--- src/hw/rtl/rmq_pkg.sv ---
`default_nettype none
package rmq_pkg;

    localparam int FRAC_BITS = 14;
    localparam int DATA_W    = 16;
    localparam int NUM_W     = DATA_W + 1;
    // radicand is at most one + three full-scale entries
    localparam int RAD_W     = (FRAC_BITS > DATA_W) ? FRAC_BITS + 2 : DATA_W + 2;
    localparam int SQ_STAGES = (RAD_W + FRAC_BITS + 3) / 4;
    localparam int ROOT_W    = 2 * SQ_STAGES;
    localparam int SQ_IN_W   = 2 * ROOT_W;
    localparam int REM_W     = ROOT_W + 2;
    localparam int QB        = DATA_W - 1;
    localparam int DIV_STEP  = 3;
    localparam int DIV_STAGES = (QB + DIV_STEP - 1) / DIV_STEP;
    localparam int DIV_A     = ROOT_W + 1 + QB;
    localparam int DIV_B     = NUM_W + FRAC_BITS + 1;
    localparam int DIV_W     = (DIV_A > DIV_B) ? DIV_A : DIV_B;
    localparam int BIG_W     = (ROOT_W > DATA_W) ? ROOT_W : DATA_W;

    typedef enum logic [1:0] {
        SEL_W = 2'd0,
        SEL_X = 2'd1,
        SEL_Y = 2'd2,
        SEL_Z = 2'd3
    } t_sel;

    typedef logic [8:0][DATA_W-1:0] t_mat;
    typedef logic signed [NUM_W-1:0] t_num;

    typedef struct packed {
        t_sel            sel;
        t_num [2:0]      num;
    } t_side;

    typedef struct packed {
        logic [RAD_W-1:0] rad;
        t_side            side;
    } t_front;

    typedef struct packed {
        logic [ROOT_W-1:0] root;
        t_side             side;
    } t_root;

    typedef struct packed {
        logic [REM_W-1:0]   rem;
        logic [ROOT_W-1:0]  root;
        logic [SQ_IN_W-1:0] val;
    } t_sq;

    typedef struct packed {
        logic [DIV_W-1:0] rem;
        logic [QB-1:0]    q;
    } t_dl;

    typedef struct packed {
        t_sel              sel;
        logic [ROOT_W-1:0] big;
        logic              bad;
    } t_dside;

    typedef struct packed {
        t_dl [2:0]       ln;
        logic [2:0]      ovf;
        logic [2:0]      neg;
        logic [ROOT_W:0] s;
        t_dside          ds;
    } t_dstage;

    // two digits of the integer square root
    function automatic t_sq sq_stage(t_sq a);
        t_sq              r;
        logic [REM_W-1:0] trial;
        r = a;
        for (int i = 0; i < 2; i++) begin
            r.rem = {r.rem[REM_W-3:0], r.val[SQ_IN_W-1 -: 2]};
            r.val = r.val << 2;
            trial = {r.root, 2'b01};
            if (r.rem >= trial) begin
                r.rem  = r.rem - trial;
                r.root = {r.root[ROOT_W-2:0], 1'b1};
            end else begin
                r.root = {r.root[ROOT_W-2:0], 1'b0};
            end
        end
        return r;
    endfunction

    // restoring division steps for quotient bits base down to base-DIV_STEP+1
    function automatic t_dl div_steps(t_dl a, logic [ROOT_W:0] s, int base);
        t_dl              r;
        logic [DIV_W-1:0] dv;
        r = a;
        for (int j = 0; j < DIV_STEP; j++) begin
            if (base - j >= 0) begin
                dv = DIV_W'(s) << (base - j);
                if (r.rem >= dv) begin
                    r.rem = r.rem - dv;
                    r.q   = {r.q[QB-2:0], 1'b1};
                end else begin
                    r.q   = {r.q[QB-2:0], 1'b0};
                end
            end
        end
        return r;
    endfunction

endpackage
`default_nettype wire

--- src/hw/rtl/rmq_sqrt.sv ---
`default_nettype none
module rmq_sqrt import rmq_pkg::*; (
    input  logic   i_clk,
    input  logic   i_rst_n,
    input  logic   i_valid,
    output logic   o_ready,
    input  t_front i_data,
    output logic   o_valid,
    input  logic   i_ready,
    output t_root  o_data
);

    logic  r_vld  [SQ_STAGES];
    t_sq   r_sq   [SQ_STAGES];
    t_side r_side [SQ_STAGES];
    logic  w_en   [SQ_STAGES];
    logic  w_sv   [SQ_STAGES];
    t_sq   w_sin  [SQ_STAGES];
    t_side w_side [SQ_STAGES];

    genvar k;
    for (k = 0; k < SQ_STAGES; k++) begin : g_stage
        if (k == 0) begin : g_first
            assign w_sv[k]       = i_valid;
            assign w_sin[k].rem  = '0;
            assign w_sin[k].root = '0;
            assign w_sin[k].val  = SQ_IN_W'(i_data.rad) << FRAC_BITS;
            assign w_side[k]     = i_data.side;
        end else begin : g_next
            assign w_sv[k]   = r_vld[k-1];
            assign w_sin[k]  = r_sq[k-1];
            assign w_side[k] = r_side[k-1];
        end

        if (k == SQ_STAGES - 1) begin : g_last
            assign w_en[k] = !r_vld[k] || i_ready;
        end else begin : g_mid
            assign w_en[k] = !r_vld[k] || w_en[k+1];
        end

        always_ff @(posedge i_clk) begin
            if (!i_rst_n) begin
                r_vld[k] <= 1'b0;
            end else if (w_en[k]) begin
                r_vld[k] <= w_sv[k];
            end
        end

        always_ff @(posedge i_clk) begin
            if (w_en[k] && w_sv[k]) begin
                r_sq[k]   <= sq_stage(w_sin[k]);
                r_side[k] <= w_side[k];
            end
        end
    end

    assign o_ready     = w_en[0];
    assign o_valid     = r_vld[SQ_STAGES-1];
    assign o_data.root = r_sq[SQ_STAGES-1].root;
    assign o_data.side = r_side[SQ_STAGES-1];

endmodule
`default_nettype wire

--- config.mk ---
export PLATFORM = sky130hd
export DESIGN_NAME = rmq_sqrt
export DESIGN_NICKNAME = d
export VERILOG_FILES = /design/src/hw/rtl/rmq_pkg.sv /design/src/hw/rtl/rmq_sqrt.sv
export SDC_FILE = /design/constraint.sdc
export NUM_CORES = 1
export LEC_CHECK = 0
export BUFFER_PORTS_ARGS = -buffer_cell sky130_fd_sc_hd__buf_2
export CELL_PAD_IN_SITES_DETAIL_PLACEMENT = 1
export CELL_PAD_IN_SITES_GLOBAL_PLACEMENT = 1
export CORE_UTILIZATION = 50
export DETAILED_ROUTE_END_ITERATION = 8
export GPL_TIMING_DRIVEN = 0
export PLACE_DENSITY = 0.8
export SYNTH_ARGS = -nofsm -noshare
export SYNTH_HDL_FRONTEND = slang
export SYNTH_SLANG_ARGS = --single-unit
--- constraint.sdc ---
create_clock -name i_clk -period 8 [get_ports i_clk]
set_clock_uncertainty 0.05 [all_clocks]
set_input_delay 0.8 -clock i_clk [delete_from_list [all_inputs] [get_ports i_clk]]
set_output_delay 0.8 -clock i_clk [all_outputs]
set_load 0.01 [all_outputs]
**Word level (Yosys, flattened, before mapping)**

Memory sizes are Yosys's and may differ from the RTL's.
Cells that the tools add are included.

- Register bits: 0
- RAM bits: 928
- Input bits: 75
- Output and inout bits: 71
- Logic and storage cells: 180
- Memories kept: 3

- Add/subtract/negate cells: 16
- $lt $le $gt $ge: 16
- Multiplexer cells: 113
- Bitwise operators: 8
- Reduce and logical (&&, ||, !) cells: 24

Memories:

| name | words | width | read ports | clocked after memory_dff | wr ports | line | text |
|---|---|---|---|---|---|---|---|
| r_sq | 8 | 62 | 8 | 0 | 8 | rmq_sqrt.sv:14 | `t_sq r_sq [SQ_STAGES];` |
| r_side | 8 | 53 | 8 | 0 | 8 | rmq_sqrt.sv:15 | `t_side r_side [SQ_STAGES];` |
| r_vld | 8 | 1 | 8 | 0 | 8 | rmq_sqrt.sv:13 | `logic r_vld [SQ_STAGES];` |

Operators with widths:

| cell | number |
|---|---|
| 16-bit 2-to-1 mux | 32 |
| 18-bit 2-to-1 mux | 16 |
| 18-bit greater-or-equal comparator | 15 |
| 18-bit subtractor | 8 |
| 16-bit subtractor | 7 |
| 1-bit 2-to-1 mux | 65 |
| 1-bit logical AND | 8 |
| 1-bit zero test | 8 |
| 1-bit logical OR | 8 |
| 1-bit bitwise OR | 8 |
| 2-bit by 1-bit subtractor with 3-bit output (second input constant) | 1 |
| 2-bit by 1-bit greater-or-equal comparator with 1-bit output (second input constant) | 1 |

**Logic depth before layout (Yosys ltp)**

An unclocked memory read counts as a cell.

- Word-level depth: 15
- Gate-level depth with buffers: 23
- Gate-level depth less buffers: 21

**Worst setup path after synthesis**

No wires, ideal clock.

- Kind: input -> register
- From: input i_ready
- To: memory r_vld[2][0] (netlist: r_vld[0][2]) (data pin)
- Library setup time: 0.164 ns
- Arrival time: 5.905 ns
- Required time: 7.786 ns
- Slack: 1.881 ns
- Cell stages on the path: 6
- Path buffers: 1
- Cells stage by stage: nor2b_1 and2_1 and3_1 clkbuf_1 a31oi_1 and2_1

RTL lines:

| what | line | text |
|---|---|---|
| start, declared | rmq_sqrt.sv:9 | `input logic i_ready,` |
| end, declared | rmq_sqrt.sv:13 |  |

==> impl_metrics.toml <==
[finish]
fin_area_sq_mm = 0.0324
regArea_sq_mm = 0.0192
final_util = 0.585
nets = 2378
instances_no_fill = 2968
multi_input_area_sq_mm = 0.00803
layout-drive-gt1-share = 0.198
area_growth_pct = 14.8
fillers = 5343

[detailed_routing]
wl_met1_um = 26600
drc_errors = 0
drt_first_pass_iters = 5
highest_layer = "met4"
wirelength_um = 67900
wl_met3_um = 2430
vias = 16700
met2_length_um = 36400
drtAntennaViolNets = 0
wl_per_cell_um = 22.9
viasPerCell = 5.61
drt_iter0_drc = 913

[critical_path]
cpMaxStageDelayCell = "a2111oi_0"
r2r-start = "r_sq[1][106]"
criticalPathCategory = "flip-flop to flip-flop"
crit_required_ns = 8.31
cp-end-kind = "flip-flop"
crit_top_cell = "o21a_1"
reg2reg_slack_ns = 1.01
rr_endpoint = "r_sq[1][174]"
cp_max_fo = 11
critPathLaunchType = "flip-flop"
crit_chain = "ha_1 > fa_1 > a21o_1 > a21oi_1 > o21ai_1 > a22o_1 > nor4_1 > clkbuf_1 > clkbuf_1 > inv_1 > ha_1 > a21oi_1 > o21bai_1 > a2111oi_0 > o21ai_0 > o21a_1 > o21a_1 > o21a_1 > nand2b_1 > buf_1 > mux2_2"
worst-path-buf-inv = 4
r2r_cells = 21
cp.arrival_ns = 7.30
max_stage_delay_ns = 0.56
critPathTopFamily = "compound AO/OA/AOI/OAI gates"

[clock_tree]
postCtsSetupBuffers = 0
cts.path.max_buffers = 3
cts_root_buffer = "clkbuf_16"
cts_tree = "built"
cts_buffers = 66
clk_pin_slew_ns = 0.07
postCtsHoldBufs = 0
cts_resized = 0
clock_sinks = 639
clock_latency_ns = 0.61
htreeDepth = 3

[logic_synthesis]
synth_seq_cells = 639
ys_async_sr_fraction = 0
synth_edf_count = 638
synthCells = 1940
syn_avg_cell_area_sq_um = 14.6
ys_seq_area_frac = 0.679
yosysWarnings = 0
ys_types = 86
synth_area_sq_mm = 0.0283
ys.flop_type = "edfxtp_1"

[pwr]
irDropWorstVdd_uv = 199
powerDensity_mw_per_mm2 = 228
p_int_w = 0.00573
p_leak_nw = 11.8
power_switching_w = 0.00168
clkPwrFrac = 0.422
pwr-share-comb = 0.063
switching_share = 0.226
p_seq_frac = 0.515

[timing]
slew_headroom = 0.276
tns_ns = 0
min_period_over_period = 0.874
setup_slack_ns = 1.01
setup_viol = 0
min_period_ns = 6.99
rsz0062_at_grt = "no"
drv_slew = 0
worst_pin_slew_ns = 1.09
hold_viol_final = 0
fmax_mhz = 143

[die]
core_sq_mm = 0.0554
top_level_ports = 146
dieArea_sq_mm = 0.0575
std_cell_rows = 86
start_util = 0.510
fp.dieH_um = 240
fp.dieW_um = 240

[global_route]
grt_pass1_wl_um = 104000
grt_pass1_vias = 18200
grt.overflow.total = 0
grt_max_degree = 57
antenna_found_initial = 3
grtUsageTotal = 0.241

[min_path]
hold_path_end = "r_side[0][29]"
hold_class = "primary input to flip-flop"
min_path_cells = 1
holdCritStartpoint = "i_data[29]"

[status]
status = "finished clean"

[placed_design]
io_buffers = 144
routabilityCongestion = 0.879
pre_cts_ws_ns = 1.09
place_area_sq_mm = 0.0302
dp.cells = 2846
dp.final_hpwl_um = 45900

[run]
maxCapViolations = 0
==> metrics by stage <==
stage | hold WS [ns] | total power (W)
after CTS | 0.277 | 0.00745
after global routing | 0.288 | 0.00762
after floorplan | 0.350 | 0.00419
after detailed placement | 0.355 | 0.00434
after global placement | 0.350 | 0.00431
final | 0.311 | 0.00741
==> how the worst max path moves through the flow <==
| stage | from | end | slack, ns | cells past startpoint |
|---|---|---|---|---|
| 2_1_floorplan | i_ready | r_vld[0][2] | 1.88 | 6 |
| 3_3_place_gp | i_ready | r_vld[0][2] | 0.05 | 7 |
| 3_5_place_dp | r_sq[1][106] | r_sq[1][174] | 1.09 | 21 |
| 4_1_cts | r_sq[1][106] | r_sq[1][174] | 1.05 | 21 |
| 5_1_grt | r_sq[1][106] | r_sq[1][174] | 0.54 | 21 |
| 6_report | r_sq[1][106] | r_sq[1][174] | 1.01 | 21 |
==> cell families (layout without fill, tap and decap cells) <==
| kind of cell | after synthesis | in the layout | synth area share |
|---|---|---|---|
| AO/OA/AOI/OAI | 334 | 334 | 0.0775 |
| other | 1 | 4 | 0.000133 |
| adder cells (fa/ha/maj) | 137 | 137 | 0.0617 |
| flip-flops | 639 | 639 | 0.679 |
| multiplexers | 67 | 67 | 0.0262 |
| buffers and inverters | 217 | 494 | 0.0390 |
| XOR/XNOR | 113 | 113 | 0.0350 |
| AND/OR/NAND/NOR | 432 | 432 | 0.0816 |
==> metal layers <==
metal	vias up	global-route usage
li1	7725	-
met1	8331	0.275
met2	457	0.452
met3	146	0.0324
met4	0	0.0969
met5	-	0
==> flip-flops by register name (all words and copies together), names as in the netlist <==
register  count
r_sq        207
r_vld         8
r_side      424
==> cell type report <==
type,instances,share of cell area
Inverter,117,0.0135
Tap cell,748,0.0289
Timing Repair Buffer,157,0.0309
Clock buffer,77,0.0522
Buffer,100,0.0204
Multi-Input combinational cell,1085,0.247
Clock inverter,43,0.0152
Sequential cell,639,0.591
Antenna cell,2,0.000154
==> synth_stat cells (17+ instances only) <==
| master | count | area (sq um) |
|---|---|---|
| a21o_1 | 33 | 248 |
| a21oi_1 | 94 | 470 |
| and2_1 | 20 | 125 |
| buf_4 | 70 | 526 |
| clkbuf_1 | 19 | 71.3 |
| edfxtp_1 | 638 | 19200 |
| ha_1 | 133 | 1660 |
| inv_1 | 116 | 435 |
| mux2_2 | 56 | 631 |
| nand2_1 | 80 | 300 |
| nand3_1 | 30 | 150 |
| nand4_1 | 17 | 106 |
| nor2_1 | 102 | 383 |
| nor2b_1 | 24 | 150 |
| nor3_1 | 44 | 220 |
| o21a_1 | 20 | 150 |
| o21ai_0 | 69 | 345 |
| xnor2_1 | 82 | 718 |
| xor2_1 | 31 | 272 |
==> worst register-to-register path, cell delays in order, from the launching register on <==
cell,delay (ns)
edfxtp_1,0.48
ha_1,0.27
fa_1,0.41
a21o_1,0.19
a21oi_1,0.28
o21ai_1,0.18
a22o_1,0.28
nor4_1,0.33
clkbuf_1,0.48
clkbuf_1,0.41
inv_1,0.19
ha_1,0.23
a21oi_1,0.27
o21bai_1,0.18
a2111oi_0,0.56
o21ai_0,0.26
o21a_1,0.24
o21a_1,0.20
o21a_1,0.23
nand2b_1,0.29
buf_1,0.36
mux2_2,0.38
==> cells in the final DEF, fill, tap and decap left out, drive strengths merged, types with 56 or more instances in the layout <==
| cell type | synthesis | routed |
|---|---|---|
| nor2 | 102 | 102 |
| o21ai | 72 | 72 |
| buf | 81 | 238 |
| a21oi | 94 | 94 |
| ha | 133 | 133 |
| nand2 | 80 | 80 |
| mux2 | 56 | 56 |
| xnor2 | 82 | 82 |
| edfxtp | 638 | 638 |
| inv | 117 | 123 |
| clkbuf | 19 | 96 |
==> power by group through the flow <==
stage	logic (W)	clock network [W]	registers, W
3_3_place_gp	0.000422	0	0.00389
5_1_grt	0.000513	0.00328	0.00382
6_report	0.000466	0.00312	0.00382
4_1_cts	0.000467	0.00316	0.00382
3_5_place_dp	0.000455	0	0.00389
2_1_floorplan	0.000322	0	0.00387
(Power assumes the default switching activity.)
