<file path="src/hw/rtl/rmq_pkg.sv">
`default_nettype none
package rmq_pkg;

    localparam int FRAC_BITS = 14;
    localparam int DATA_W    = 16;
    localparam int NUM_W     = DATA_W + 1;
    // radicand is at most one + three full-scale entries
    localparam int RAD_W     = (FRAC_BITS > DATA_W) ? FRAC_BITS + 2 : DATA_W + 2;
    localparam int SQ_STAGES = (RAD_W + FRAC_BITS + 3) / 4;
    localparam int ROOT_W    = 2 * SQ_STAGES;
    localparam int SQ_IN_W   = 2 * ROOT_W;
    localparam int REM_W     = ROOT_W + 2;
    localparam int QB        = DATA_W - 1;
    localparam int DIV_STEP  = 3;
    localparam int DIV_STAGES = (QB + DIV_STEP - 1) / DIV_STEP;
    localparam int DIV_A     = ROOT_W + 1 + QB;
    localparam int DIV_B     = NUM_W + FRAC_BITS + 1;
    localparam int DIV_W     = (DIV_A > DIV_B) ? DIV_A : DIV_B;
    localparam int BIG_W     = (ROOT_W > DATA_W) ? ROOT_W : DATA_W;

    typedef enum logic [1:0] {
        SEL_W = 2'd0,
        SEL_X = 2'd1,
        SEL_Y = 2'd2,
        SEL_Z = 2'd3
    } t_sel;

    typedef logic [8:0][DATA_W-1:0] t_mat;
    typedef logic signed [NUM_W-1:0] t_num;

    typedef struct packed {
        t_sel            sel;
        t_num [2:0]      num;
    } t_side;

    typedef struct packed {
        logic [RAD_W-1:0] rad;
        t_side            side;
    } t_front;

    typedef struct packed {
        logic [ROOT_W-1:0] root;
        t_side             side;
    } t_root;

    typedef struct packed {
        logic [REM_W-1:0]   rem;
        logic [ROOT_W-1:0]  root;
        logic [SQ_IN_W-1:0] val;
    } t_sq;

    typedef struct packed {
        logic [DIV_W-1:0] rem;
        logic [QB-1:0]    q;
    } t_dl;

    typedef struct packed {
        t_sel              sel;
        logic [ROOT_W-1:0] big;
        logic              bad;
    } t_dside;

    typedef struct packed {
        t_dl [2:0]       ln;
        logic [2:0]      ovf;
        logic [2:0]      neg;
        logic [ROOT_W:0] s;
        t_dside          ds;
    } t_dstage;

    // two digits of the integer square root
    function automatic t_sq sq_stage(t_sq a);
        t_sq              r;
        logic [REM_W-1:0] trial;
        r = a;
        for (int i = 0; i < 2; i++) begin
            r.rem = {r.rem[REM_W-3:0], r.val[SQ_IN_W-1 -: 2]};
            r.val = r.val << 2;
            trial = {r.root, 2'b01};
            if (r.rem >= trial) begin
                r.rem  = r.rem - trial;
                r.root = {r.root[ROOT_W-2:0], 1'b1};
            end else begin
                r.root = {r.root[ROOT_W-2:0], 1'b0};
            end
        end
        return r;
    endfunction

    // restoring division steps for quotient bits base down to base-DIV_STEP+1
    function automatic t_dl div_steps(t_dl a, logic [ROOT_W:0] s, int base);
        t_dl              r;
        logic [DIV_W-1:0] dv;
        r = a;
        for (int j = 0; j < DIV_STEP; j++) begin
            if (base - j >= 0) begin
                dv = DIV_W'(s) << (base - j);
                if (r.rem >= dv) begin
                    r.rem = r.rem - dv;
                    r.q   = {r.q[QB-2:0], 1'b1};
                end else begin
                    r.q   = {r.q[QB-2:0], 1'b0};
                end
            end
        end
        return r;
    endfunction

endpackage
`default_nettype wire

</file>
<file path="src/hw/rtl/rmq_div.sv">
`default_nettype none
module rmq_div import rmq_pkg::*; (
    input  logic    i_clk,
    input  logic    i_rst_n,
    input  logic    i_valid,
    output logic    o_ready,
    input  t_root   i_data,
    output logic    o_valid,
    input  logic    i_ready,
    output t_dstage o_data
);

    t_dstage          n_pre;
    t_dstage          r_pre;
    logic             r_pvld;
    logic             w_pen;
    logic [ROOT_W:0]  w_rp1;
    logic [DIV_W-1:0] w_lim;
    logic [NUM_W-1:0] w_mag [3];

    logic    r_vld [DIV_STAGES];
    t_dstage r_st  [DIV_STAGES];
    logic    w_en  [DIV_STAGES];
    logic    w_sv  [DIV_STAGES];
    t_dstage w_sin [DIV_STAGES];
    t_dstage w_nx  [DIV_STAGES];

    // set up divisor, rounded dividends and the saturation test
    always_comb begin
        n_pre.s      = {i_data.root, 1'b0};
        w_rp1        = {1'b0, i_data.root} + 1'b1;
        n_pre.ds.big = w_rp1[ROOT_W:1];
        n_pre.ds.bad = (i_data.root == '0);
        n_pre.ds.sel = i_data.side.sel;
        w_lim        = DIV_W'(n_pre.s) << QB;
        for (int j = 0; j < 3; j++) begin
            n_pre.neg[j]   = i_data.side.num[j][NUM_W-1];
            w_mag[j]       = n_pre.neg[j] ? NUM_W'(-i_data.side.num[j])
                                          : NUM_W'(i_data.side.num[j]);
            n_pre.ln[j].rem = DIV_W'({w_mag[j], {FRAC_BITS{1'b0}}})
                            + DIV_W'(i_data.root);
            n_pre.ln[j].q   = '0;
            n_pre.ovf[j]    = (n_pre.ln[j].rem >= w_lim);
        end
    end

    assign w_pen   = !r_pvld || w_en[0];
    assign o_ready = w_pen;

    always_ff @(posedge i_clk) begin
        if (!i_rst_n) begin
            r_pvld <= 1'b0;
        end else if (w_pen) begin
            r_pvld <= i_valid;
        end
    end

    always_ff @(posedge i_clk) begin
        if (w_pen && i_valid) begin
            r_pre <= n_pre;
        end
    end

    genvar k;
    for (k = 0; k < DIV_STAGES; k++) begin : g_stage
        if (k == 0) begin : g_first
            assign w_sv[k]  = r_pvld;
            assign w_sin[k] = r_pre;
        end else begin : g_next
            assign w_sv[k]  = r_vld[k-1];
            assign w_sin[k] = r_st[k-1];
        end

        if (k == DIV_STAGES - 1) begin : g_last
            assign w_en[k] = !r_vld[k] || i_ready;
        end else begin : g_mid
            assign w_en[k] = !r_vld[k] || w_en[k+1];
        end

        always_comb begin
            w_nx[k] = w_sin[k];
            for (int j = 0; j < 3; j++) begin
                w_nx[k].ln[j] = div_steps(w_sin[k].ln[j], w_sin[k].s,
                                          QB - 1 - DIV_STEP * k);
            end
        end

        always_ff @(posedge i_clk) begin
            if (!i_rst_n) begin
                r_vld[k] <= 1'b0;
            end else if (w_en[k]) begin
                r_vld[k] <= w_sv[k];
            end
        end

        always_ff @(posedge i_clk) begin
            if (w_en[k] && w_sv[k]) begin
                r_st[k] <= w_nx[k];
            end
        end
    end

    assign o_valid = r_vld[DIV_STAGES-1];
    assign o_data  = r_st[DIV_STAGES-1];

endmodule
`default_nettype wire

</file>
<file path="config.mk">
export PLATFORM = sky130hd
export DESIGN_NAME = rmq_div
export DESIGN_NICKNAME = d
export VERILOG_FILES = /design/src/hw/rtl/rmq_pkg.sv /design/src/hw/rtl/rmq_div.sv
export SDC_FILE = /design/constraint.sdc
export NUM_CORES = 2
export LEC_CHECK = 0
export BUFFER_PORTS_ARGS = -buffer_cell sky130_fd_sc_hd__buf_2
export CAP_MARGIN = 20
export CORE_MARGIN = 4
export CORE_UTILIZATION = 29
export CTS_CLUSTER_DIAMETER = 200
export DETAILED_ROUTE_END_ITERATION = 10
export PLACE_DENSITY = 0.42
export SYNTH_ARGS = -nofsm -noshare
export SYNTH_HDL_FRONTEND = slang
export SYNTH_SLANG_ARGS = --single-unit
export TNS_END_PERCENT = 10
</file>
<file path="constraint.sdc">
create_clock -name i_clk -period 12.7 [get_ports i_clk]
set_clock_uncertainty 0.1 [all_clocks]
set_input_delay 0.635 -clock i_clk [delete_from_list [all_inputs] [get_ports i_clk]]
set_output_delay 0.635 -clock i_clk [all_outputs]
set_load 0.02 [all_outputs]
</file>
Yosys cells after proc, flatten, opt, wreduce, memory -nomap -nowiden
Memory sizes are Yosys's and may differ from the RTL's.
Index checks and enable logic that the tools add are counted.
{"block": "word_totals", "inputBits": 73, "register_bits": 138, "out_inout_bits": 185, "memories": 2, "ramBits": 920, "wordCells": 260}
{"block": "classes", "order_cmp": 48, "n_reduce_logical": 19, "mux": 124, "add_sub_neg": 52, "n_bitwise": 5}
{"name": "r_st", "depth": 5, "word_bits": 183, "rd": 5, "rd_ports_with_merged_regs": 0, "wr": 5, "line": "rmq_div.sv:22", "rtl": "t_dstage r_st [DIV_STAGES];"}
{"name": "r_vld", "depth": 5, "word_bits": 1, "rd": 5, "rd_ports_with_merged_regs": 0, "wr": 5, "line": "rmq_div.sv:21", "rtl": "logic r_vld [DIV_STAGES];"}
{"op": "$mux W32", "count": 45}
{"op": "$add A31 B16 Y32", "count": 3}
{"op": "$ge A32 B17 Y1", "count": 3}
{"op": "$ge A32 B18 Y1", "count": 3}
{"op": "$ge A32 B19 Y1", "count": 3}
{"op": "$ge A32 B20 Y1", "count": 3}
{"op": "$ge A32 B21 Y1", "count": 3}
{"op": "$ge A32 B22 Y1", "count": 3}
{"op": "$ge A32 B23 Y1", "count": 3}
{"op": "$ge A32 B24 Y1", "count": 3}
{"op": "$ge A32 B25 Y1", "count": 3}
{"op": "$ge A32 B26 Y1", "count": 3}
{"op": "$ge A32 B27 Y1", "count": 3}
{"op": "$ge A32 B28 Y1", "count": 3}
{"op": "$ge A32 B29 Y1", "count": 3}
{"op": "$ge A32 B30 Y1", "count": 3}
{"op": "$ge A32 B31 Y1", "count": 3}
{"op": "$ge A32 B32 Y1", "count": 3}
{"op": "$sub A32 B17 Y32", "count": 3}
{"op": "$sub A32 B18 Y32", "count": 3}
{"op": "$sub A32 B19 Y32", "count": 3}
{"op": "$sub A32 B20 Y32", "count": 3}
{"op": "$sub A32 B21 Y32", "count": 3}
{"op": "$sub A32 B22 Y32", "count": 3}
{"op": "other kinds (18)", "count": 134}

Logic depth before layout (Yosys ltp)
An unclocked memory read counts as a cell.
{"block": "depth", "depth_word": 11, "depth_mapped": 50, "ltp_nobuf": 45}

Least setup slack after synthesis
OpenSTA, ideal clock, no wires.
{"block": "synth_path", "path_kind": "input -> register", "from": "input i_ready", "to": "memory r_vld[3] (data pin)", "path_buffers": 0, "slack_ps": -801, "setup_time_ps": 221, "required_ps": 12379, "stages": 3, "t_arrival_ps": 13180, "cell_sequence": "nor2b_1 > a21boi_0 > and2_1"}
{"element": "from (decl)", "line": "rmq_div.sv:9", "rtl": "input logic i_ready,"}
{"element": "to (decl)", "line": "rmq_div.sv:21"}

==> flow_metrics.tcl <==
set metrics [dict create \
    rsz0062_at_grt "no" \
    synth_ff_type "edfxtp_1" \
    r2r_end "r_st[0][441]" \
    cts_tree "yes" \
    r2r-start "r_st[0][343]" \
    crit_cells 39 \
    post-dp-hpwl_mm 221.9 \
    die_h_um 533.4 \
    drc 0 \
    synth_warnings 0 \
    place_congestion 0.9032 \
    grt_use_total_pct 18.85 \
    min_period_over_period_pct 91.24 \
    grt_pass1_wl_mm 418.6 \
    switching_share_pct 46.99 \
    final_cells 12990 \
    numCtsBuffers 106 \
    yosysSeqAreaShare_pct 30.58 \
    p_int_w 0.01182 \
    path_class "reg -> reg" \
    slew_headroom_pct 29.84 \
    antenna_found_initial 10 \
    grt_pass1_vias 67260 \
    cts_max_level 3 \
    p_leak_nw 33.97 \
    synth_seq_cells 816 \
    io_pins 258 \
    synthArstFlopShare_pct 0 \
    synth_cell_type_count 113 \
    cp_max_fo 29 \
    cp.arrival_ns 11.92 \
    syn_avg_cell_area_um2 8.832 \
    post_cts_buffers 0 \
    viasPerCell 5.250 \
    cp_data_required_time_ns 13.04 \
    core_mm2 0.2741 \
    wl_per_cell_um 21.45 \
    dp_cells 12790 \
    drt_iter0_markers 4020 \
    synth_edf_count 814 \
    cts.path.max_buffers 3 \
    p_clk_share_pct 13.8 \
    cts_sinks 816 \
    min_from "i_data[64]" \
    overflow 0 \
    max_clock_freq_mhz 86.30 \
    tightest_slew_ns 1.050 \
    drt-pass1-iter-count 6 \
    drv_slew 0 \
    period_needed_ns 11.59 \
    synth_top_area_share_pct 30.53 \
    endpoint "r_st[0][441]" \
    rrSetupSlack_ns 1.11 \
    start_kind "register" \
    yosys.area.top_type "edfxtp_1" \
    clkTransAtPathRegs_ns 0.06 \
    vdd_drop_max_v 0.0002123 \
    port_buffers 256 \
    die_w_um 533.4 \
    initial_core_util_pct 29.21 \
    wirelength_mm 278.6 \
    max_cap_violations 0 \
    pwr_density_cell_mw_per_mm2 251.3 \
    crit_slowest_cell "edfxtp_1" \
    hold_path.class "in -> reg" \
    setup_violations 0 \
    crit_family "compound AO/OA/AOI/OAI gates" \
    cp.buffers_inverters 4 \
    cp_common_cell "a21oi_1" \
    cp-end-kind "register" \
    syn2layout_area_growth_pct 10.76 \
    synth_area_leaders "edfxtp_1 (31%), ha_1 (12%), xnor2_1 (5.7%)" \
    synth_cells 9065 \
    outcome "finished, final reports clean" \
    fin_setup_tns_ns 0 \
    yosysMostFrequentCell "nand2_1" \
    worstSetupStartpoint "r_st[0][343]" \
    r2r_cells 39 \
    insertion_delay_ns 0.77 \
    critPathMaxStageDelay_ns 0.69 \
    p_comb_share_pct 67.1 \
    yosys-top-cells-count "nand2_1 (820), edfxtp_1 (814), nor2_1 (757)" \
    power.net_switching_w 0.01047 \
    dieArea_mm2 0.2846 \
    cts_root_buf "clkbuf_16" \
    finalHoldViolCount 0 \
    syn_area_mm2 0.08007 \
    seqPwrFrac_pct 19.1 \
    final_nets 10090 \
    drive_above_1_share_pct 9.517 \
    vias 68190 \
    grt_max_degree 115 \
    ant_nets 0 \
    rows 192 \
]
## cell type report
type                       instances  area, µm²
fill                           28370     185400
tap                             3686       4612
inverter                         415       1558
clock inverter                    72      813.3
timing repair buffer             416       2530
antenna                            3      7.507
multi-input combinational       7460      51970
clock buffer                     120       2705
sequential                       816      24480
## flip-flops by register name, summed over array words and instances, names as in the netlist
register and flops:
r_pvld 1, r_pre 95, r_vld 5, r_st 715
## metal layers
layer	global-route usage, %	vias to the layer above	routed length [µm]
li1	-	33900	-
met1	24.10	32590	125500
met2	33.20	1323	134300
met3	1.724	373	8351
met4	6.298	0	10410
met5	0	-	0
## power by group through the flow
stage	clock network, W	logic [W]	registers (W)
after floorplan	0	0.0113	0.00407
after global placement	0	0.0148	0.00432
after detailed placement	0	0.0149	0.00431
after CTS	0.00320	0.0150	0.00426
after global routing	0.00330	0.0167	0.00428
final	0.00308	0.0150	0.00425
## stage by stage
| stage | cell area (µm²) | worst slack [ns] | utilization [%] | hold WS (ns) | total power [W] |
|---|---|---|---|---|---|
| 6_report | 88680 | 1.113 | 32.35 | 0.07686 | 0.02229 |
| 5_1_grt | 88680 | 0.1037 | 32.35 | 0.03833 | 0.02431 |
| 4_1_cts | 88640 | 0.7928 | 32.34 | 0.004430 | 0.02243 |
| 3_3_place_gp | 85070 | 0.8932 | 31.04 | 0.3008 | 0.01911 |
| 2_1_floorplan | 80090 | 2.312 | - | 0.3003 | 0.01537 |
| 3_5_place_dp | 85070 | 0.8680 | 31.04 | 0.3045 | 0.01917 |
## cell usage in the layout, fill, tap and decap left out, types with 73 or more instances in the layout
cell / count
nand2_1: 820
edfxtp_1: 814
nor2_1: 756
a21oi_1: 756
ha_1: 756
o21ai_0: 541
xnor2_1: 518
inv_1: 396
xor2_1: 319
a21o_1: 270
buf_2: 256
nor3_1: 213
nand3_1: 191
mux2_2: 162
nand4_1: 160
nor2b_1: 153
buf_4: 150
o21a_1: 121
clkbuf_16: 106
nor4_1: 99
o31ai_1: 99
nand2b_1: 98
or3_1: 86
and3_1: 83
o21bai_1: 73
## logic make-up after synthesis
group	after synthesis	synth area share (%)
adder cells (fa/ha/maj)	804	13.01
AND/OR/NAND/NOR	3029	18.83
buffers and inverters	795	4.663
XOR/XNOR	838	9.176
flip-flops	816	30.58
other	1	0.004684
multiplexers	267	3.665
AO/OA/AOI/OAI	2515	20.06
## repair_timing
item / CTS / global route
setup endpoints to repair: 0 / 4
hold buffers: 5 / 0
resized for setup: 0 / 1
endpoints found under the hold margin: 5 / 0
## how the worst min path moves through the flow
stage,slack [ns],end,cells after the start
final,0.08,r_pre[68],1
after detailed placement,0.30,r_st[0][12],0
after global routing,0.04,r_pre[68],1
after global placement,0.30,r_st[0][735],0
after floorplan,0.30,r_st[0][0],0
after CTS,0.004,r_pre[68],1
No activity file was read; power rests on OpenSTA's default activity.
