**src/hw/rtl/rmq_pkg.sv**
```systemverilog
`default_nettype none
package rmq_pkg;

    localparam int FRAC_BITS = 14;
    localparam int DATA_W    = 16;
    localparam int NUM_W     = DATA_W + 1;
    // radicand is at most one + three full-scale entries
    localparam int RAD_W     = (FRAC_BITS > DATA_W) ? FRAC_BITS + 2 : DATA_W + 2;
    localparam int SQ_STAGES = (RAD_W + FRAC_BITS + 3) / 4;
    localparam int ROOT_W    = 2 * SQ_STAGES;
    localparam int SQ_IN_W   = 2 * ROOT_W;
    localparam int REM_W     = ROOT_W + 2;
    localparam int QB        = DATA_W - 1;
    localparam int DIV_STEP  = 3;
    localparam int DIV_STAGES = (QB + DIV_STEP - 1) / DIV_STEP;
    localparam int DIV_A     = ROOT_W + 1 + QB;
    localparam int DIV_B     = NUM_W + FRAC_BITS + 1;
    localparam int DIV_W     = (DIV_A > DIV_B) ? DIV_A : DIV_B;
    localparam int BIG_W     = (ROOT_W > DATA_W) ? ROOT_W : DATA_W;

    typedef enum logic [1:0] {
        SEL_W = 2'd0,
        SEL_X = 2'd1,
        SEL_Y = 2'd2,
        SEL_Z = 2'd3
    } t_sel;

    typedef logic [8:0][DATA_W-1:0] t_mat;
    typedef logic signed [NUM_W-1:0] t_num;

    typedef struct packed {
        t_sel            sel;
        t_num [2:0]      num;
    } t_side;

    typedef struct packed {
        logic [RAD_W-1:0] rad;
        t_side            side;
    } t_front;

    typedef struct packed {
        logic [ROOT_W-1:0] root;
        t_side             side;
    } t_root;

    typedef struct packed {
        logic [REM_W-1:0]   rem;
        logic [ROOT_W-1:0]  root;
        logic [SQ_IN_W-1:0] val;
    } t_sq;

    typedef struct packed {
        logic [DIV_W-1:0] rem;
        logic [QB-1:0]    q;
    } t_dl;

    typedef struct packed {
        t_sel              sel;
        logic [ROOT_W-1:0] big;
        logic              bad;
    } t_dside;

    typedef struct packed {
        t_dl [2:0]       ln;
        logic [2:0]      ovf;
        logic [2:0]      neg;
        logic [ROOT_W:0] s;
        t_dside          ds;
    } t_dstage;

    // two digits of the integer square root
    function automatic t_sq sq_stage(t_sq a);
        t_sq              r;
        logic [REM_W-1:0] trial;
        r = a;
        for (int i = 0; i < 2; i++) begin
            r.rem = {r.rem[REM_W-3:0], r.val[SQ_IN_W-1 -: 2]};
            r.val = r.val << 2;
            trial = {r.root, 2'b01};
            if (r.rem >= trial) begin
                r.rem  = r.rem - trial;
                r.root = {r.root[ROOT_W-2:0], 1'b1};
            end else begin
                r.root = {r.root[ROOT_W-2:0], 1'b0};
            end
        end
        return r;
    endfunction

    // restoring division steps for quotient bits base down to base-DIV_STEP+1
    function automatic t_dl div_steps(t_dl a, logic [ROOT_W:0] s, int base);
        t_dl              r;
        logic [DIV_W-1:0] dv;
        r = a;
        for (int j = 0; j < DIV_STEP; j++) begin
            if (base - j >= 0) begin
                dv = DIV_W'(s) << (base - j);
                if (r.rem >= dv) begin
                    r.rem = r.rem - dv;
                    r.q   = {r.q[QB-2:0], 1'b1};
                end else begin
                    r.q   = {r.q[QB-2:0], 1'b0};
                end
            end
        end
        return r;
    endfunction

endpackage
`default_nettype wire

```
**src/hw/rtl/rmq_front.sv**
```systemverilog
`default_nettype none
module rmq_front import rmq_pkg::*; (
    input  logic   i_clk,
    input  logic   i_rst_n,
    input  logic   i_valid,
    output logic   o_ready,
    input  t_mat   i_mat,
    output logic   o_valid,
    input  logic   i_ready,
    output t_front o_data
);

    localparam int SW = RAD_W + 2;

    logic signed [SW-1:0]     a [9];
    logic signed [DATA_W-1:0] e [9];
    logic signed [SW-1:0]     w_one;
    logic signed [SW-1:0]     w_tr;
    logic signed [SW-1:0]     w_rad;
    t_front                   n_data;
    t_front                   r_data;
    logic                     r_vld;
    logic                     w_en;

    always_comb begin
        for (int k = 0; k < 9; k++) begin
            e[k] = $signed(i_mat[k]);
            a[k] = SW'(e[k]);
        end
        w_one = SW'(1) << FRAC_BITS;
        w_tr  = a[0] + a[4] + a[8];
        // strict compares: ties fall to the later branch
        if (w_tr > 0) begin
            n_data.side.sel = SEL_W;
            w_rad = w_tr + w_one;
            n_data.side.num[0] = NUM_W'(e[7]) - NUM_W'(e[5]);
            n_data.side.num[1] = NUM_W'(e[2]) - NUM_W'(e[6]);
            n_data.side.num[2] = NUM_W'(e[3]) - NUM_W'(e[1]);
        end else if (a[0] > a[4] && a[0] > a[8]) begin
            n_data.side.sel = SEL_X;
            w_rad = w_one + a[0] - a[4] - a[8];
            n_data.side.num[0] = NUM_W'(e[7]) - NUM_W'(e[5]);
            n_data.side.num[1] = NUM_W'(e[1]) + NUM_W'(e[3]);
            n_data.side.num[2] = NUM_W'(e[2]) + NUM_W'(e[6]);
        end else if (a[4] > a[8]) begin
            n_data.side.sel = SEL_Y;
            w_rad = w_one + a[4] - a[0] - a[8];
            n_data.side.num[0] = NUM_W'(e[2]) - NUM_W'(e[6]);
            n_data.side.num[1] = NUM_W'(e[1]) + NUM_W'(e[3]);
            n_data.side.num[2] = NUM_W'(e[5]) + NUM_W'(e[7]);
        end else begin
            n_data.side.sel = SEL_Z;
            w_rad = w_one + a[8] - a[0] - a[4];
            n_data.side.num[0] = NUM_W'(e[3]) - NUM_W'(e[1]);
            n_data.side.num[1] = NUM_W'(e[2]) + NUM_W'(e[6]);
            n_data.side.num[2] = NUM_W'(e[5]) + NUM_W'(e[7]);
        end
        n_data.rad = (w_rad < 0) ? '0 : w_rad[RAD_W-1:0];
    end

    assign w_en    = !r_vld || i_ready;
    assign o_ready = w_en;
    assign o_valid = r_vld;
    assign o_data  = r_data;

    always_ff @(posedge i_clk) begin
        if (!i_rst_n) begin
            r_vld <= 1'b0;
        end else if (w_en) begin
            r_vld <= i_valid;
        end
    end

    always_ff @(posedge i_clk) begin
        if (w_en && i_valid) begin
            r_data <= n_data;
        end
    end

endmodule
`default_nettype wire

```
**config.mk**
```make
export PLATFORM = sky130hd
export DESIGN_NAME = rmq_front
export DESIGN_NICKNAME = d
export VERILOG_FILES = /design/src/hw/rtl/rmq_pkg.sv /design/src/hw/rtl/rmq_front.sv
export SDC_FILE = /design/constraint.sdc
export NUM_CORES = 1
export LEC_CHECK = 0
export BUFFER_PORTS_ARGS = -buffer_cell sky130_fd_sc_hd__buf_2
export CAP_MARGIN = 25
export CORE_UTILIZATION = 30
export CTS_CLUSTER_DIAMETER = 80
export CTS_CLUSTER_SIZE = 24
export DETAILED_ROUTE_END_ITERATION = 7
export GPL_TIMING_DRIVEN = 1
export PLACE_DENSITY_LB_ADDON = 0.3
export SETUP_SLACK_MARGIN = 0.4
export SLEW_MARGIN = 30
export SYNTH_ARGS = -nofsm -noshare
export SYNTH_HDL_FRONTEND = slang
export SYNTH_SLANG_ARGS = --single-unit
```
**constraint.sdc**
```tcl
create_clock -name i_clk -period 5.4 [get_ports i_clk]
set_input_delay 0.27 -clock i_clk [delete_from_list [all_inputs] [get_ports i_clk]]
set_output_delay 0.27 -clock i_clk [all_outputs]
set_load 0.02 [all_outputs]
```
# Yosys cells after proc, flatten, opt, wreduce, memory -nomap -nowiden
# Index checks and enable logic that the tools add are counted.
# Widths: inputs -> output; s select.
[word_totals] output_inout_bits=73 elab_cells=41 reg_bits=72
[op_classes] muxes=6 magnitude_cmp=5 addsub=18 reduce_logical=5
[op_table] op="$mux 52" count=2
[op_table] op="$add 16x16->17" count=4
[op_table] op="$mux 20" count=3
[op_table] op="$sub 18x16->19" count=3
[op_table] op="$sub 17x16->18" count=3
[op_table] op="$add 16x16->17 const A" count=3
[op_table] op="$mux 51" count=1
[op_table] op="$sub 16x16->17" count=3
[op_table] op="$gt 16x16->1" count=3
[op_table] op="$lt 20x1->1 const B" count=1
[op_table] op="$add 18x16->19 const B" count=1
[op_table] op="$add 17x16->18" count=1
[op_table] op="$gt 18x1->1 const B" count=1
[op_table] op="$logic_and 1x1->1" count=2
[op_table] op="$reduce_or 2->1" count=1
[op_table] op="$logic_not 1->1" count=1
[op_table] op="$logic_or 1x1->1" count=1

# Longest topological paths before layout
# Gate-level depths: netlist of run 1.
[depth] word_depth=7 mapped_depth=24 ltp_nobuf=22

# Worst setup path before layout of run 1
# Ideal clock, no wire load.
[synth_timing] path_kind="input port to flip-flop" startpoint="input i_mat[2] (netlist name)" endpoint="register r_data (netlist bit o_data[7]) (data pin)" setup_time_ps=260 required_time_ps=5140 cell_stages=22 slack_ps=431 n_path_buf=0 arrival_time_ps=4709 path_cell_list="inv_1 > fa_1 > inv_1 > ha_1 > and2_0 > o31ai_1 > a21oi_1 > o2111a_1 > o41a_1 > o21a_1 > nor2_1 > xnor2_1 > inv_1 > ha_1 > or4bb_1 > nor2_1 > o2111ai_1 > nor4_1 > nand4_1 > o21a_2 > nor2_4 > mux2_2"
[synth_lines] item="start: declaration" line_no="rmq_front.sv:7" rtl="input t_mat i_mat,"
[synth_lines] item="end signal: assignment" line_no="rmq_front.sv:76" rtl="r_data <= n_data;"
[synth_lines] item="end: declaration" line_no="rmq_front.sv:21" rtl="t_front r_data;"

==> summary.txt, run 1 <==
Routing
  • DRT Pass-1 Iters: 5
  • Post-route ant nets: 0
  • # DRC: 0
  • DRT Wirelength: 50800 um
  • Vias per inst: 5.03
  • Vias: 13500
  • DR WL/cell: 18.9 um
  • Drt initial violations: 767

Floorplanning
  • Total core area: 49100 um2
  • Die X: 225 um
  • Cell Rows: 81
  • Die Span Y: 225 um
  • Die area: 50700 um2
  • Starting Density: 0.304
  • # IOs: 221

Pwr
  • Worst VDD drop: 0.144 mV
  • Pwr dens: 272 nW/um2
  • Leakage: 8.69 nW

Logic synthesis
  • Yosys reg bits: 72
  • Commonest cells in the synthesized netlist: 292 x ha_1, 216 x inv_1, 144 x a21oi_1
  • Synthesized cell area: 14900 um2
  • Post-Syn Area per Cell: 8.58 um2
  • Ys async rst share: 0
  • Yosys cell types: 78
  • Synth area leader: ha_1
  • Synth Flop Type: edfxtp_1
  • EDFF count, synth: 71
  • Synthesis warning total: 0
  • Register area share after synthesis: 0.144
  • Cell with the most instances after synthesis: ha_1
  • Cells after synthesis: 1741
  • Post-synth top area share: 0.245
  • Top cells by area, synth: ha_1 24%, edfxtp_1 14%, fa_1 10%
  • Net Count, Synth: 2259

GRT
  • First-pass GRT wire length: 76600 um
  • GRT overflow: 0
  • Vias in the first global route: 13500
  • Initial antenna violation count: 4
  • Largest net degree at the start of global routing: 72
  • Total Routing Usage GR: 0.198

Timing
  • Slew @ Worst Pin: 748 ps
  • Fin. max-slew vios: 0
  • Fin Hold WS: 175 ps
  • Setup TNS Final: 0 ps
  • Max-slew headroom: 0.497
  • Final setup violating endpoints: 0
  • Final Hold Fails: 0
  • RSZ-0062 raised after global routing: yes
  • Max Fclk: 199 MHz
  • Post-layout min period: 5040 ps
  • Skew final: 4.92 ps
  • Fin crit share: 0.933

Layout
  • Synthesis-to-layout area growth: 21.9%
  • Nets@finish: 2539
  • Final std cells w/o fill: 2689
  • Layout cells sized above 1: 0.205
  • Diodes inserted: 0
  • Fin util: 0.371
  • Fillcell total: 5171

Clock tree
  • Hold_buf cts: 0
  • Clock Latency Late Sink: 350 ps
  • H-tree Lvls: 3
  • Clock tree root driver cell: clkbuf_16
  • CTS tree: built
  • CTS max path bufs: 2
  • TritonCTS Buffers: 9
  • CTS clk-pin slew, worst paths: 60 ps
  • Clk sinks: 72

Placement
  • Final Wtd Congestion: 0.922
  • Detailed Place HPWL: 42900 um
  • Cell Count Post-Placement: 2640
  • Port Buffers: 220

Run
  • Number of max-cap violations: 0

Hold path
  • Hold WC Path Type: in2reg

Critical path
  • CP Class: in2reg
  • CP Capture Type: flop
  • Worst Path Required: 5490 ps
  • Critical path data arrival time: 5130 ps
  • CP Max Fanout: 7
  • Startpoint type of the worst setup path: primary input

Status
  • Status: completed
## cell usage in the layout, fill, tap and decap left out, types with 75 or more instances in the layout
cell,count
o21ai_0,79
ha_1,288
buf_2,218
xnor2_1,81
inv_1,209
nand2_1,85
nor2_1,123
buf_4,75
fa_1,77
a21oi_1,141
## worst max-delay path, cell delays in order
cell and delay [ps]:
buf_2 100, inv_2 50, fa_1 570, inv_2 60, ha_4 160, nor2b_1 140, o31ai_2 170, buf_4 160
o221ai_2 100, o2111a_1 290, o41a_1 390, o21a_1 180, nor2_2 120, xnor2_2 80, inv_1 70, ha_2 140
or4bb_1 400, nor2_2 140, o2111ai_2 120, nor4_2 260, nand4_1 210, buf_4 190, o21ai_4 160, buf_12 140
buf_12 130, mux2_4 310
## where the power goes
part / leakage (nW) / internal [mW] / switching (mW) / total, mW
Combinational: 7.87 / 1.50 / 2.00 / 3.50
Sequential: 0.700 / 0.814 / 0.0744 / 0.889
Clock: 0.123 / 0.306 / 0.250 / 0.556
Total: 8.69 / 2.62 / 2.33 / 4.95
## per-stage QoR
step	setup WS [ps]	cell area [um2]	power, mW
6_report	364	18200	4.95
5_1_grt	210	18200	5.30
4_1_cts	431	17800	4.74
3_5_place_dp	-236	17200	4.01
3_3_place_gp	-139	17200	3.98
2_1_floorplan	431	14900	2.94
## flip-flops by register name, summed over array words and instances, names as in the netlist
signal / cells
o_valid: 1
o_data: 71
## area by class of cell
class	instances	area, um2	share of cell area
multi-input combinational	1401	12100	0.663
sequential	72	2150	0.118
timing repair buffer	320	2070	0.114
tap	664	831	0.0456
inverter	217	817	0.0449
clock buffer	9	225	0.0124
clock inverter	6	36.3	0.00199
## final timing paths
kind / start / slack [ps] / depth (start not counted) / to
max reg2reg: o_valid / 3910 / 3 / o_data[55]
min: i_rst_n / 170 / 2 / o_valid
max: i_mat[132] / 360 / 26 / o_data[30]
min reg2reg: o_valid / 540 / 2 / o_valid
## metal layers
layer	wire [um]	vias to the layer above	global-route usage
met5	51	-	0
met4	1240	8	0.0529
met3	2660	64	0.0331
met2	25300	365	0.354
met1	21600	6488	0.242
li1	-	6590	-
## kinds of logic (layout without fill, tap and decap cells)
| kind of cell | Yosys count | after routing | share of synthesized area |
|---|---|---|---|
| muxes | 51 | 51 | 0.0362 |
| and+or+nand+nor | 396 | 396 | 0.129 |
| xor gates and xnor gates | 129 | 129 | 0.0762 |
| AOI/OAI and AO/OA | 455 | 455 | 0.196 |
| buffers and inverters | 268 | 552 | 0.0689 |
| DFF | 72 | 72 | 0.144 |
| adders and majority gates | 370 | 370 | 0.349 |
## repair_timing
action,in CTS,in global routing
buffers inserted,25,6
pin swaps,17,30
setup endpoints to repair,68,67
hold endpoints to repair,0,0
gates cloned,0,2
gates resized for setup,30,77
Power figures use the tool's default switching activity.
==> run 2: changes to the inputs <==
--- a/config.mk
+++ b/config.mk
@@ -7,6 +7,8 @@
 export LEC_CHECK = 0
 export BUFFER_PORTS_ARGS = -buffer_cell sky130_fd_sc_hd__buf_2
 export CAP_MARGIN = 25
+export CELL_PAD_IN_SITES_DETAIL_PLACEMENT = 0
+export CELL_PAD_IN_SITES_GLOBAL_PLACEMENT = 1
 export CORE_UTILIZATION = 30
 export CTS_CLUSTER_DIAMETER = 80
 export CTS_CLUSTER_SIZE = 24
==> summary.txt, run 2 (synthesis gave the netlist of run 1 again) <==
Clock tree
  • H-tree Lvls: 3
  • Clock tree root driver cell: clkbuf_16
  • CTS max path bufs: 2
  • CTS tree: built
  • CTS clk-pin slew, worst paths: 60 ps
  • Clock Latency Late Sink: 350 ps
  • Hold_buf cts: 0
  • Clk sinks: 72
  • TritonCTS Buffers: 9

Timing
  • Final Hold Fails: 0
  • Post-layout min period: 5040 ps
  • Max Fclk: 199 MHz
  • Max-slew headroom: 0.497
  • Fin. max-slew vios: 0
  • Skew final: 5.42 ps
  • Fin Hold WS: 174 ps
  • Slew @ Worst Pin: 749 ps
  • RSZ-0062 raised after global routing: yes
  • Fin crit share: 0.933
  • Final setup violating endpoints: 0

Placement
  • Port Buffers: 220
  • Final Wtd Congestion: 0.915
  • Detailed Place HPWL: 43100 um

Routing
  • Post-route ant nets: 0
  • DRT Pass-1 Iters: 5
  • Vias per inst: 4.95
  • Drt initial violations: 627
  • # DRC: 0
  • Vias: 13300
  • DRT Wirelength: 50600 um
  • DR WL/cell: 18.8 um

Floorplanning
  • Die Span Y: 225 um
  • Total core area: 49100 um2
  • # IOs: 221
  • Die X: 225 um
  • Starting Density: 0.304
  • Die area: 50700 um2
  • Cell Rows: 81

GRT
  • GR met2 Demand/Resource: 0.366
  • Vias in the first global route: 13800
  • GRT overflow: 0
  • First-pass GRT wire length: 77200 um
  • Met1 Use GR: 0.243
  • Most Crowded Layer GR: met2
  • Global-route met3 utilization: 0.0289
  • Initial antenna violation count: 6
  • Largest net degree at the start of global routing: 72
  • Total Routing Usage GR: 0.200

Pwr
  • Reg power frac: 0.185
  • Switching power: 2.28 mW
  • Final Power: 4.78 mW
  • Pwr dens: 265 nW/um2
  • Worst VDD drop: 0.154 mV
  • Clock power share: 0.119
  • Combinational power share: 0.696
  • Leakage: 8.60 nW
  • Switching share of power: 0.476
  • Internal power: 2.50 mW

Layout
  • Largest register FFs: 71
  • Most common cell after layout, fill and taps aside: ha_1
  • Nets@finish: 2535
  • Fin util: 0.368
  • Reg area: 2150 um2
  • Synthesis-to-layout area growth: 20.9%
  • Multi-input logic area: 12000 um2
  • Most frequent cells in the layout: 289 x ha_1, 216 x buf_2, 208 x inv_1
  • Diodes inserted: 0
  • Fillcell total: 5177
  • Layout cells sized above 1: 0.198

Critical path
  • Worst Path Required: 5500 ps
  • CP Capture Type: flop
  • CP Class: in2reg
  • Startpoint type of the worst setup path: primary input
  • CP Max Fanout: 8
  • Critical path data arrival time: 5140 ps
  • Worst setup path start: i_mat[132]
  • Crit Reg-Reg Startpoint: o_valid

Hold path
  • Hold WC Path Type: in2reg
  • Hold wc startpoint: i_valid

Run
  • Number of max-cap violations: 0

Status
  • Status: completed
## run 2: final timing paths
path | end | slack (ps) | cells past startpoint
max reg2reg | o_data[43] | 3870 | 3
min reg2reg | o_valid | 540 | 2
max | o_data[29] | 360 | 28
min | o_valid | 170 | 3
## run 2: area by class of cell
class | count | area share
Timing Repair Buffer | 316 | 0.108
Clock buffer | 9 | 0.0125
Tap cell | 664 | 0.0460
Multi-Input combinational cell | 1401 | 0.666
Clock inverter | 7 | 0.00256
Sequential cell | 72 | 0.119
Inverter | 217 | 0.0453
## run 2: what timing repair did
item                                    CTS  global route
gates cloned                              2             0
resized for setup                        41            35
setup buffers                            14             3
endpoints found under the setup margin   56            71
pin swaps                                21            22
## run 2: worst max-delay path: stages
cell and delay (ps):
buf_8 80, inv_4 30, fa_1 540, inv_2 60, ha_4 160, nor2b_1 120, o31ai_1 230, buf_4 190
o221ai_4 100, o2111a_1 270, o41a_1 380, o21a_1 200, nor2_2 130, xnor2_2 90, inv_1 70, ha_2 170
or4bb_4 470, nor2_4 100, o2111ai_2 110, nor4_2 190, nand4_1 170, buf_4 180, o21ai_4 240, buf_6 170
buf_16 130, buf_6 100, nor2_2 30, a21o_1 160
## run 2: power by group through the flow
stage	clock (mW)	combinational [mW]	sequential, mW
floorplan	0	1.92	1.02
global placement	0	3.08	0.901
detailed placement	0	3.11	0.894
CTS	0.582	3.26	0.888
global route	0.603	3.66	0.894
finish	0.568	3.33	0.885
## run 2: stage by stage
step	setup TNS, ps	setup WS [ps]	area (um2)	cells
after floorplan	0	431	14900	1741
after global placement	-64.9	-60.5	17300	2650
after detailed placement	-1430	-147	17300	2650
after CTS	0	327	17800	2682
after global routing	0	161	18000	2686
final	0	364	18000	2686
## run 2: layer usage
layer	up-vias	share of wire	routed length, um
met1	6360	0.43	21800
met2	288	0.50	25400
met5	-	0.0013	64
met4	10	0.020	994
met3	47	0.045	2300
li1	6583	-	-
